### src/rtl/core/slt_pkg.sv
// Shared constants, codes and types for the sorted list table.
`default_nettype none

package slt_pkg;

  localparam int CAPACITY = 16;
  localparam int VALUE_W  = 32;
  localparam int REQ_W    = 2;
  localparam int STATUS_W = 2;
  localparam int OCC_W    = 5;
  localparam int CNT_W    = $clog2(CAPACITY + 1);

  localparam logic [REQ_W-1:0] REQ_INSERT = 2'd0;
  localparam logic [REQ_W-1:0] REQ_SEARCH = 2'd1;
  localparam logic [REQ_W-1:0] REQ_DELETE = 2'd2;

  localparam logic [STATUS_W-1:0] ST_DONE      = 2'd0;
  localparam logic [STATUS_W-1:0] ST_NOT_FOUND = 2'd1;
  localparam logic [STATUS_W-1:0] ST_FULL      = 2'd2;

  // Command broadcast to every cell of the chain
  typedef struct packed {
    logic                      ins;
    logic                      del;
    logic signed [VALUE_W-1:0] value;
  } slt_bcast_t;

  // What a cell shows its neighbours and the control
  typedef struct packed {
    logic                      valid;
    logic                      ge;
    logic                      eq;
    logic signed [VALUE_W-1:0] value;
  } slt_cell_out_t;

endpackage

`default_nettype wire

### src/rtl/core/slt_cell.sv
// One slot of the sorted chain: holds a value and shifts to or from its neighbours.
`default_nettype none

module slt_cell (
  input  wire logic                  clk,
  input  wire logic                  rst_n,
  input  wire slt_pkg::slt_bcast_t   bcast,
  input  wire slt_pkg::slt_cell_out_t left,
  input  wire slt_pkg::slt_cell_out_t right,
  output slt_pkg::slt_cell_out_t     cell_o
);

  logic signed [slt_pkg::VALUE_W-1:0] value_r;
  logic signed [slt_pkg::VALUE_W-1:0] value_nxt;
  logic                               valid_r;
  logic                               valid_nxt;
  logic                               ge;
  logic                               eq;

  // An empty slot counts as "at or above" so an insert lands at the end of the run
  assign ge = !valid_r || (value_r >= bcast.value);
  assign eq = valid_r && (value_r == bcast.value);

  assign cell_o.valid = valid_r;
  assign cell_o.ge    = ge;
  assign cell_o.eq    = eq;
  assign cell_o.value = value_r;

  always_comb begin
    value_nxt = value_r;
    valid_nxt = valid_r;
    if (bcast.ins) begin
      valid_nxt = valid_r || left.valid;
      if (ge) begin
        // take the left neighbour past the insert point, the new value at it
        value_nxt = left.ge ? left.value : bcast.value;
      end
    end else if (bcast.del) begin
      if (valid_r && ge) begin
        value_nxt = right.value;
        valid_nxt = right.valid;
      end
    end
  end

  always_ff @(posedge clk) begin
    value_r <= value_nxt;
    if (!rst_n) begin
      valid_r <= 1'b0;
    end else begin
      valid_r <= valid_nxt;
    end
  end

endmodule

`default_nettype wire

### src/rtl/core/sorted_list_table.sv
// Top level of the sorted list table: request register, cell chain and result register.
//
//  channel  direction  handshake           payload
//  in_      to block   in_valid/in_stall   in_req_type[1:0], in_value[31:0] signed
//  out_     from block out_valid/out_stall out_status[1:0], out_occupancy[4:0]
//
// A beat is registered on acceptance and executed by every cell in the next cycle,
// which also registers its result; no new request is taken while one executes.
// The chain compares in parallel and shifts one slot in that execute cycle.
// Reset clears every valid bit, which empties the table; slot contents are not reset and matter only while valid.
// A stalled result holds in the output register and blocks new requests.
`default_nettype none

module sorted_list_table (
  input  wire logic                                clk,
  input  wire logic                                rst_n,
  input  wire logic                                in_valid,
  output logic                                     in_stall,
  input  wire logic [slt_pkg::REQ_W-1:0]           in_req_type,
  input  wire logic signed [slt_pkg::VALUE_W-1:0]  in_value,
  output logic                                     out_valid,
  input  wire logic                                out_stall,
  output logic [slt_pkg::STATUS_W-1:0]             out_status,
  output logic [slt_pkg::OCC_W-1:0]                out_occupancy
);

  localparam int N = slt_pkg::CAPACITY;

  logic                               pend_r;
  logic [slt_pkg::REQ_W-1:0]          req_r;
  logic signed [slt_pkg::VALUE_W-1:0] val_r;
  logic                               out_valid_r;
  logic [slt_pkg::STATUS_W-1:0]       status_r;
  logic [slt_pkg::STATUS_W-1:0]       status_nxt;
  logic [slt_pkg::CNT_W-1:0]          count_r;
  logic [slt_pkg::CNT_W-1:0]          count_nxt;
  logic                               in_acc;

  slt_pkg::slt_bcast_t    bcast;
  slt_pkg::slt_cell_out_t cells [N];
  slt_pkg::slt_cell_out_t lefts [N];
  slt_pkg::slt_cell_out_t rights[N];
  logic [N-1:0]           eq_vec;
  logic [N-1:0]           valid_vec;
  logic                   any_eq;
  logic                   full;

  logic [slt_pkg::CNT_W+slt_pkg::OCC_W-1:0] count_ext;

  assign in_stall = pend_r || (out_valid_r && out_stall);
  assign in_acc   = in_valid && !in_stall;

  always_ff @(posedge clk) begin
    if (in_acc) begin
      req_r <= in_req_type;
      val_r <= in_value;
    end
    if (!rst_n) begin
      pend_r <= 1'b0;
    end else begin
      pend_r <= in_acc;
    end
  end

  // ---- cell chain ----
  genvar g;
  generate
    for (g = 0; g < N; g++) begin : g_cell
      assign eq_vec[g]    = cells[g].eq;
      assign valid_vec[g] = cells[g].valid;
      if (g == 0) begin : g_head
        // ahead of slot 0 sits a full slot that is always below the value
        assign lefts[g] = '{valid: 1'b1, ge: 1'b0, eq: 1'b0, value: val_r};
      end else begin : g_mid
        assign lefts[g] = cells[g-1];
      end
      if (g == N - 1) begin : g_tail
        assign rights[g] = '{valid: 1'b0, ge: 1'b1, eq: 1'b0, value: cells[g].value};
      end else begin : g_body
        assign rights[g] = cells[g+1];
      end
      slt_cell u_cell (
        .clk    (clk),
        .rst_n  (rst_n),
        .bcast  (bcast),
        .left   (lefts[g]),
        .right  (rights[g]),
        .cell_o (cells[g])
      );
    end
  endgenerate

  assign any_eq = |eq_vec;
  assign full   = valid_vec[N-1];

  assign bcast.value = val_r;
  assign bcast.ins   = pend_r && (req_r == slt_pkg::REQ_INSERT) && !full;
  assign bcast.del   = pend_r && (req_r == slt_pkg::REQ_DELETE) && any_eq;

  // ---- result ----
  always_comb begin
    status_nxt = slt_pkg::ST_NOT_FOUND;
    count_nxt  = count_r;
    unique case (req_r)
      slt_pkg::REQ_INSERT: begin
        if (full) begin
          status_nxt = slt_pkg::ST_FULL;
        end else begin
          status_nxt = slt_pkg::ST_DONE;
          count_nxt  = count_r + 1'b1;
        end
      end
      slt_pkg::REQ_SEARCH: begin
        if (any_eq) status_nxt = slt_pkg::ST_DONE;
      end
      slt_pkg::REQ_DELETE: begin
        if (any_eq) begin
          status_nxt = slt_pkg::ST_DONE;
          count_nxt  = count_r - 1'b1;
        end
      end
      default: begin
        status_nxt = slt_pkg::ST_NOT_FOUND;
      end
    endcase
  end

  always_ff @(posedge clk) begin
    if (pend_r) begin
      status_r <= status_nxt;
    end
    if (!rst_n) begin
      out_valid_r <= 1'b0;
      count_r     <= '0;
    end else begin
      if (pend_r) begin
        out_valid_r <= 1'b1;
        count_r     <= count_nxt;
      end else if (!out_stall) begin
        out_valid_r <= 1'b0;
      end
    end
  end

  // occupancy wraps to the port width for large tables
  assign count_ext     = {{slt_pkg::OCC_W{1'b0}}, count_r};
  assign out_valid     = out_valid_r;
  assign out_status    = status_r;
  assign out_occupancy = count_ext[slt_pkg::OCC_W-1:0];

  // ---- checks ----
  logic [N-1:0] valid_inc;
  assign valid_inc = valid_vec + 1'b1;

  a_count_matches: assert property (@(posedge clk) disable iff (!rst_n)
    $countones(valid_vec) == 32'(count_r))
    else $error("occupancy count disagrees with slot valid bits");

  a_valid_prefix: assert property (@(posedge clk) disable iff (!rst_n)
    (valid_vec & valid_inc) == '0)
    else $error("valid slots are not a prefix of the chain");

  a_no_overlap: assert property (@(posedge clk) disable iff (!rst_n)
    !(pend_r && out_valid_r))
    else $error("request executing while a result is still held");

  a_one_shift: assert property (@(posedge clk) disable iff (!rst_n)
    !(bcast.ins && bcast.del))
    else $error("insert and delete driven together");

  a_result_follows: assert property (@(posedge clk) disable iff (!rst_n)
    pend_r |=> out_valid_r)
    else $error("executed request gave no result");

endmodule

`default_nettype wire

### config.mk
export PLATFORM = sky130hd
export DESIGN_NAME = sorted_list_table
export DESIGN_NICKNAME = d
export VERILOG_FILES = /design/src/rtl/core/slt_pkg.sv /design/src/rtl/core/slt_cell.sv /design/src/rtl/core/sorted_list_table.sv
export SDC_FILE = /design/constraint.sdc
export NUM_CORES = 2
export LEC_CHECK = 0
export BUFFER_PORTS_ARGS = -buffer_cell sky130_fd_sc_hd__buf_2
export CAP_MARGIN = 20
export CELL_PAD_IN_SITES_DETAIL_PLACEMENT = 1
export CELL_PAD_IN_SITES_GLOBAL_PLACEMENT = 1
export CORE_MARGIN = 3
export CORE_UTILIZATION = 48
export CTS_CLUSTER_DIAMETER = 200
export DETAILED_ROUTE_END_ITERATION = 16
export PLACE_DENSITY_LB_ADDON = 0.3
export SYNTH_ARGS = -nofsm -noshare
export SYNTH_HDL_FRONTEND = slang
export SYNTH_SLANG_ARGS = --single-unit
### constraint.sdc
create_clock -name clk -period 7.6 [get_ports clk]
set_input_delay 1.52 -clock clk [delete_from_list [all_inputs] [get_ports clk]]
set_output_delay 1.52 -clock clk [all_outputs]
set_load 0.02 [all_outputs]
==> reports/summary.txt <==
result of the run - finished, final reports clean
Resize count post-CTS - 0
synthesized area - 39080 um^2
HPWL after detailed placement - 107200 um
share of power burned in registers - 46.0%
max-capacitance violation count - 0
slew at the pin closest to its max-slew limit - 1149 ps
insertion delay to the later sink of the worst-skew pair - 630 ps
Synth top cells by count - sky130_fd_sc_hd__nand2_1, sky130_fd_sc_hd__edfxtp_1, sky130_fd_sc_hd__ha_1
number of vias per cell after detailed routing - 6.817
Worst path top cell family by delay - compound AO/OA/AOI/OAI gates
CTS Sinks - 571
time the final worst path needs with I/O delays and setup - 5536 ps
wire length of the first global-routing pass - 219100 um
maximum number of pins on one net before global-route repair - 179
Fin. Hold Viols - 0
die width - 291.3 um
number of enable-type register cells in the synthesized netlist - 548
area enclosed by the die boundary - 84880 um^2
count of buffers inserted at the top-level ports - 46
residual antenna-violating net count after detailed routing - 0
share of cells above drive strength 1 - 7.156%
Worst Path Buf+Inv - 2
Clk pin slew, worst setup/hold paths - 60 ps
largest fanout of any net on the critical path - 17
Slowest Stage Delay on Critical Path - 690 ps
R2R depth - 11
post-detailed-route wirelength per cell - 29.70 um
part of the total power dissipated in combinational logic - 10.9%
post-synthesis sequential area ratio - 43.28%
Hold Path Class - reg2reg
1st-iter DRT viols - 3425
post-layout net count - 4404
Die Ht - 291.3 um
overflow left after global routing - 0
net switching power of the design - 2072 uW
area fraction of the dominant cell type after synthesis - 42.11%
Std-Cell Rows - 104
Static Leak - 0.01643 uW
starting density of the core - 48.52%
post-detailed-route DRC marker count - 0
peak supply drop - 0.1812 mV
Max Root-Sink Buffers - 3
number of gates on the worst path with buffers counted - 11
standard cell with the maximum stage delay on the critical path - sky130_fd_sc_hd__a21boi_4
internal portion of total power - 5722 uW
H-tree Lvls - 3
switching portion of total power - 26.58%
number of endpoints failing setup at the final stage - 0
area leader, netlist - sky130_fd_sc_hd__edfxtp_1
antenna diode count - 0
TritonCTS clock tree - yes
final worst path period share - 72.84%
ordered cell list for the critical path - inv_1, ha_1, nand4_1, nor4bb_1, nand3_1, o21ai_0, or4_1, o311a_1, nand2_1, a21boi_4, buf_4
vias - 33.80k
async set-reset flop share out of synthesis - 0%
antenna violations before repair - 1
number of warning messages in the yosys log - 0
vias in the first global route - 34.78k
capturing point of the worst reg2reg path - g_cell[12].u_cell.value_r[23]$_DFFE_PP_
fmax - 180.6 MHz
portion of total power attributed to the clock network - 43.1%
most frequently used cell type in the post-synthesis netlist - sky130_fd_sc_hd__nand2_1
number of iterations in the first detailed-routing pass - 5
number of distinct standard cells referenced by the synthesized netlist - 79
startpoint of the lowest-slack register-to-register path - val_r[25]$_DFFE_PP_
Critical Path Source - val_r[25]$_DFFE_PP_
Inserted Clock Buffers - 68
final-report max-slew violation count - 0
cell count after synthesis - 3918
wirelength, routed - 147300 um
power density normalized to cell area - 183.2 nW/um^2
number of placed I/O pins - 47
Clock Skews - 29.36 ps
register-to-register path setup slack - 2060 ps
arrival time reported for the critical path endpoint - 5830 ps
crit path launch type - register
Area growth, synth to finish - 8.826%
RSZ-0062 raised after global routing - false
Final Power - 7794 uW
Post-Syn Nets - 4475
biggest area contributors in the synthesized netlist - sky130_fd_sc_hd__edfxtp_1, sky130_fd_sc_hd__ha_1, sky130_fd_sc_hd__o211ai_1
combined global-route utilization of all metal layers - 33.73%
Top FF cell, synth - sky130_fd_sc_hd__edfxtp_1
synthesized flop and latch total - 571
slew margin rel. - 23.43%
clock tree root driver cell - sky130_fd_sc_hd__clkbuf_16
data required time at the worst endpoint - 7890 ps
Post-Route Setup TNS - 0 ps
CORE AREA - 80550 um^2
hold buffers post-CTS - 0
Placer Congestion - 0.9796
end point of the critical path - g_cell[12].u_cell.value_r[23]$_DFFE_PP_
classification of the worst setup path - reg2reg
capturing element type of the critical path - register
count of buffers added by post-CTS timing repair for setup - 0
mean cell area of the mapped netlist - 9.975 um^2
==> sequential cells by signal, summed over array words and instances, names as in the netlist <==
| register | flops |
|---|---|
| req_r | 2 |
| out_occupancy | 5 |
| out_status | 2 |
| out_valid | 1 |
| g_cell.u_cell.value_r | 512 |
| pend_r | 1 |
| val_r | 32 |
| g_cell.u_cell.valid_r | 16 |
==> power groups by stage <==
stage	logic [uW]	registers [uW]	clock network, uW
after floorplan	532	3620	0
after global placement	763	3650	0
after detailed placement	811	3650	0
after CTS	823	3580	3380
after global routing	930	3590	3500
final	846	3590	3360
==> kinds of logic (layout without fill, tap and decap cells) <==
family | Yosys count | after routing | synth area share [%]
flops | 571 | 571 | 43.28
compound gates | 935 | 935 | 15.67
mux | 140 | 140 | 3.704
fa+ha+maj | 519 | 519 | 16.63
xor+xnor | 9 | 9 | 0.2017
simple gates | 1415 | 1415 | 17.01
buf+inv | 329 | 310 | 3.493
==> layer usage <==
metal,wire length [um],track usage [%],vias to the layer above
met3,9135,3.761,378
met2,72430,58.22,1406
met5,0,0,-
met1,58360,42.76,17080
li1,-,-,14950
met4,7335,14.80,0
==> stage by stage <==
stage	hold WS [ps]	worst slack [ps]	std cells	utilization [%]	area (um^2)
after floorplan	475.8	2011	3918	-	39080
after global placement	472.6	2315	4831	49.90	40200
after detailed placement	489.6	2149	4832	49.94	40220
after CTS	496.5	2072	4954	52.66	42420
after global routing	510.7	1881	4959	52.80	42530
final	488.0	2064	4959	52.80	42530
==> final cells by class <==
cell class	count	area, um^2
clock buffers	90	1888
clock inverters	32	305.3
fillers	8913	38020
inverters	91	349.1
multi-input cells	3018	21010
flip-flops and latches	571	16920
well taps	1060	1326
repair buffers	97	735.7
==> worst min-delay path, cell delays in order, from the launching register on <==
cell	delay, ps
sky130_fd_sc_hd__dfxtp_1	320
sky130_fd_sc_hd__nand2_1	50
sky130_fd_sc_hd__o21ai_0	60
==> worst min path at each step <==
| stage | startpoint | to | slack (ps) | depth (start not counted) |
|---|---|---|---|---|
| 2_1_floorplan | g_cell[15].u_cell.valid_r$_SDFFE_PN0P_ | g_cell[15].u_cell.valid_r$_SDFFE_PN0P_ | 480 | 1 |
| 3_3_place_gp | out_occupancy[3]$_SDFFE_PN0P_ | out_occupancy[3]$_SDFFE_PN0P_ | 470 | 2 |
| 3_5_place_dp | out_occupancy[3]$_SDFFE_PN0P_ | out_occupancy[3]$_SDFFE_PN0P_ | 490 | 2 |
| 4_1_cts | out_occupancy[3]$_SDFFE_PN0P_ | out_occupancy[3]$_SDFFE_PN0P_ | 500 | 2 |
| 5_1_grt | out_occupancy[3]$_SDFFE_PN0P_ | out_occupancy[3]$_SDFFE_PN0P_ | 510 | 2 |
| 6_report | out_occupancy[3]$_SDFFE_PN0P_ | out_occupancy[3]$_SDFFE_PN0P_ | 490 | 2 |
==> layout by cell type, fill, tap and decap left out, types with 47 or more instances in the layout <==
| cell | synthesis | routed |
|---|---|---|
| sky130_fd_sc_hd__a21o_1 | 50 | 50 |
| sky130_fd_sc_hd__o211ai_1 | 332 | 332 |
| sky130_fd_sc_hd__nand3_1 | 375 | 375 |
| sky130_fd_sc_hd__edfxtp_1 | 548 | 548 |
| sky130_fd_sc_hd__inv_1 | 91 | 90 |
| sky130_fd_sc_hd__nor2_1 | 115 | 111 |
| sky130_fd_sc_hd__clkbuf_16 | 0 | 71 |
| sky130_fd_sc_hd__o21ai_0 | 107 | 107 |
| sky130_fd_sc_hd__ha_1 | 518 | 518 |
| sky130_fd_sc_hd__nand4_1 | 117 | 117 |
| sky130_fd_sc_hd__buf_2 | 38 | 47 |
| sky130_fd_sc_hd__nand2_1 | 649 | 648 |
| sky130_fd_sc_hd__a21oi_1 | 249 | 247 |
| sky130_fd_sc_hd__mux2i_1 | 103 | 101 |
Power figures use the tool's default switching activity.
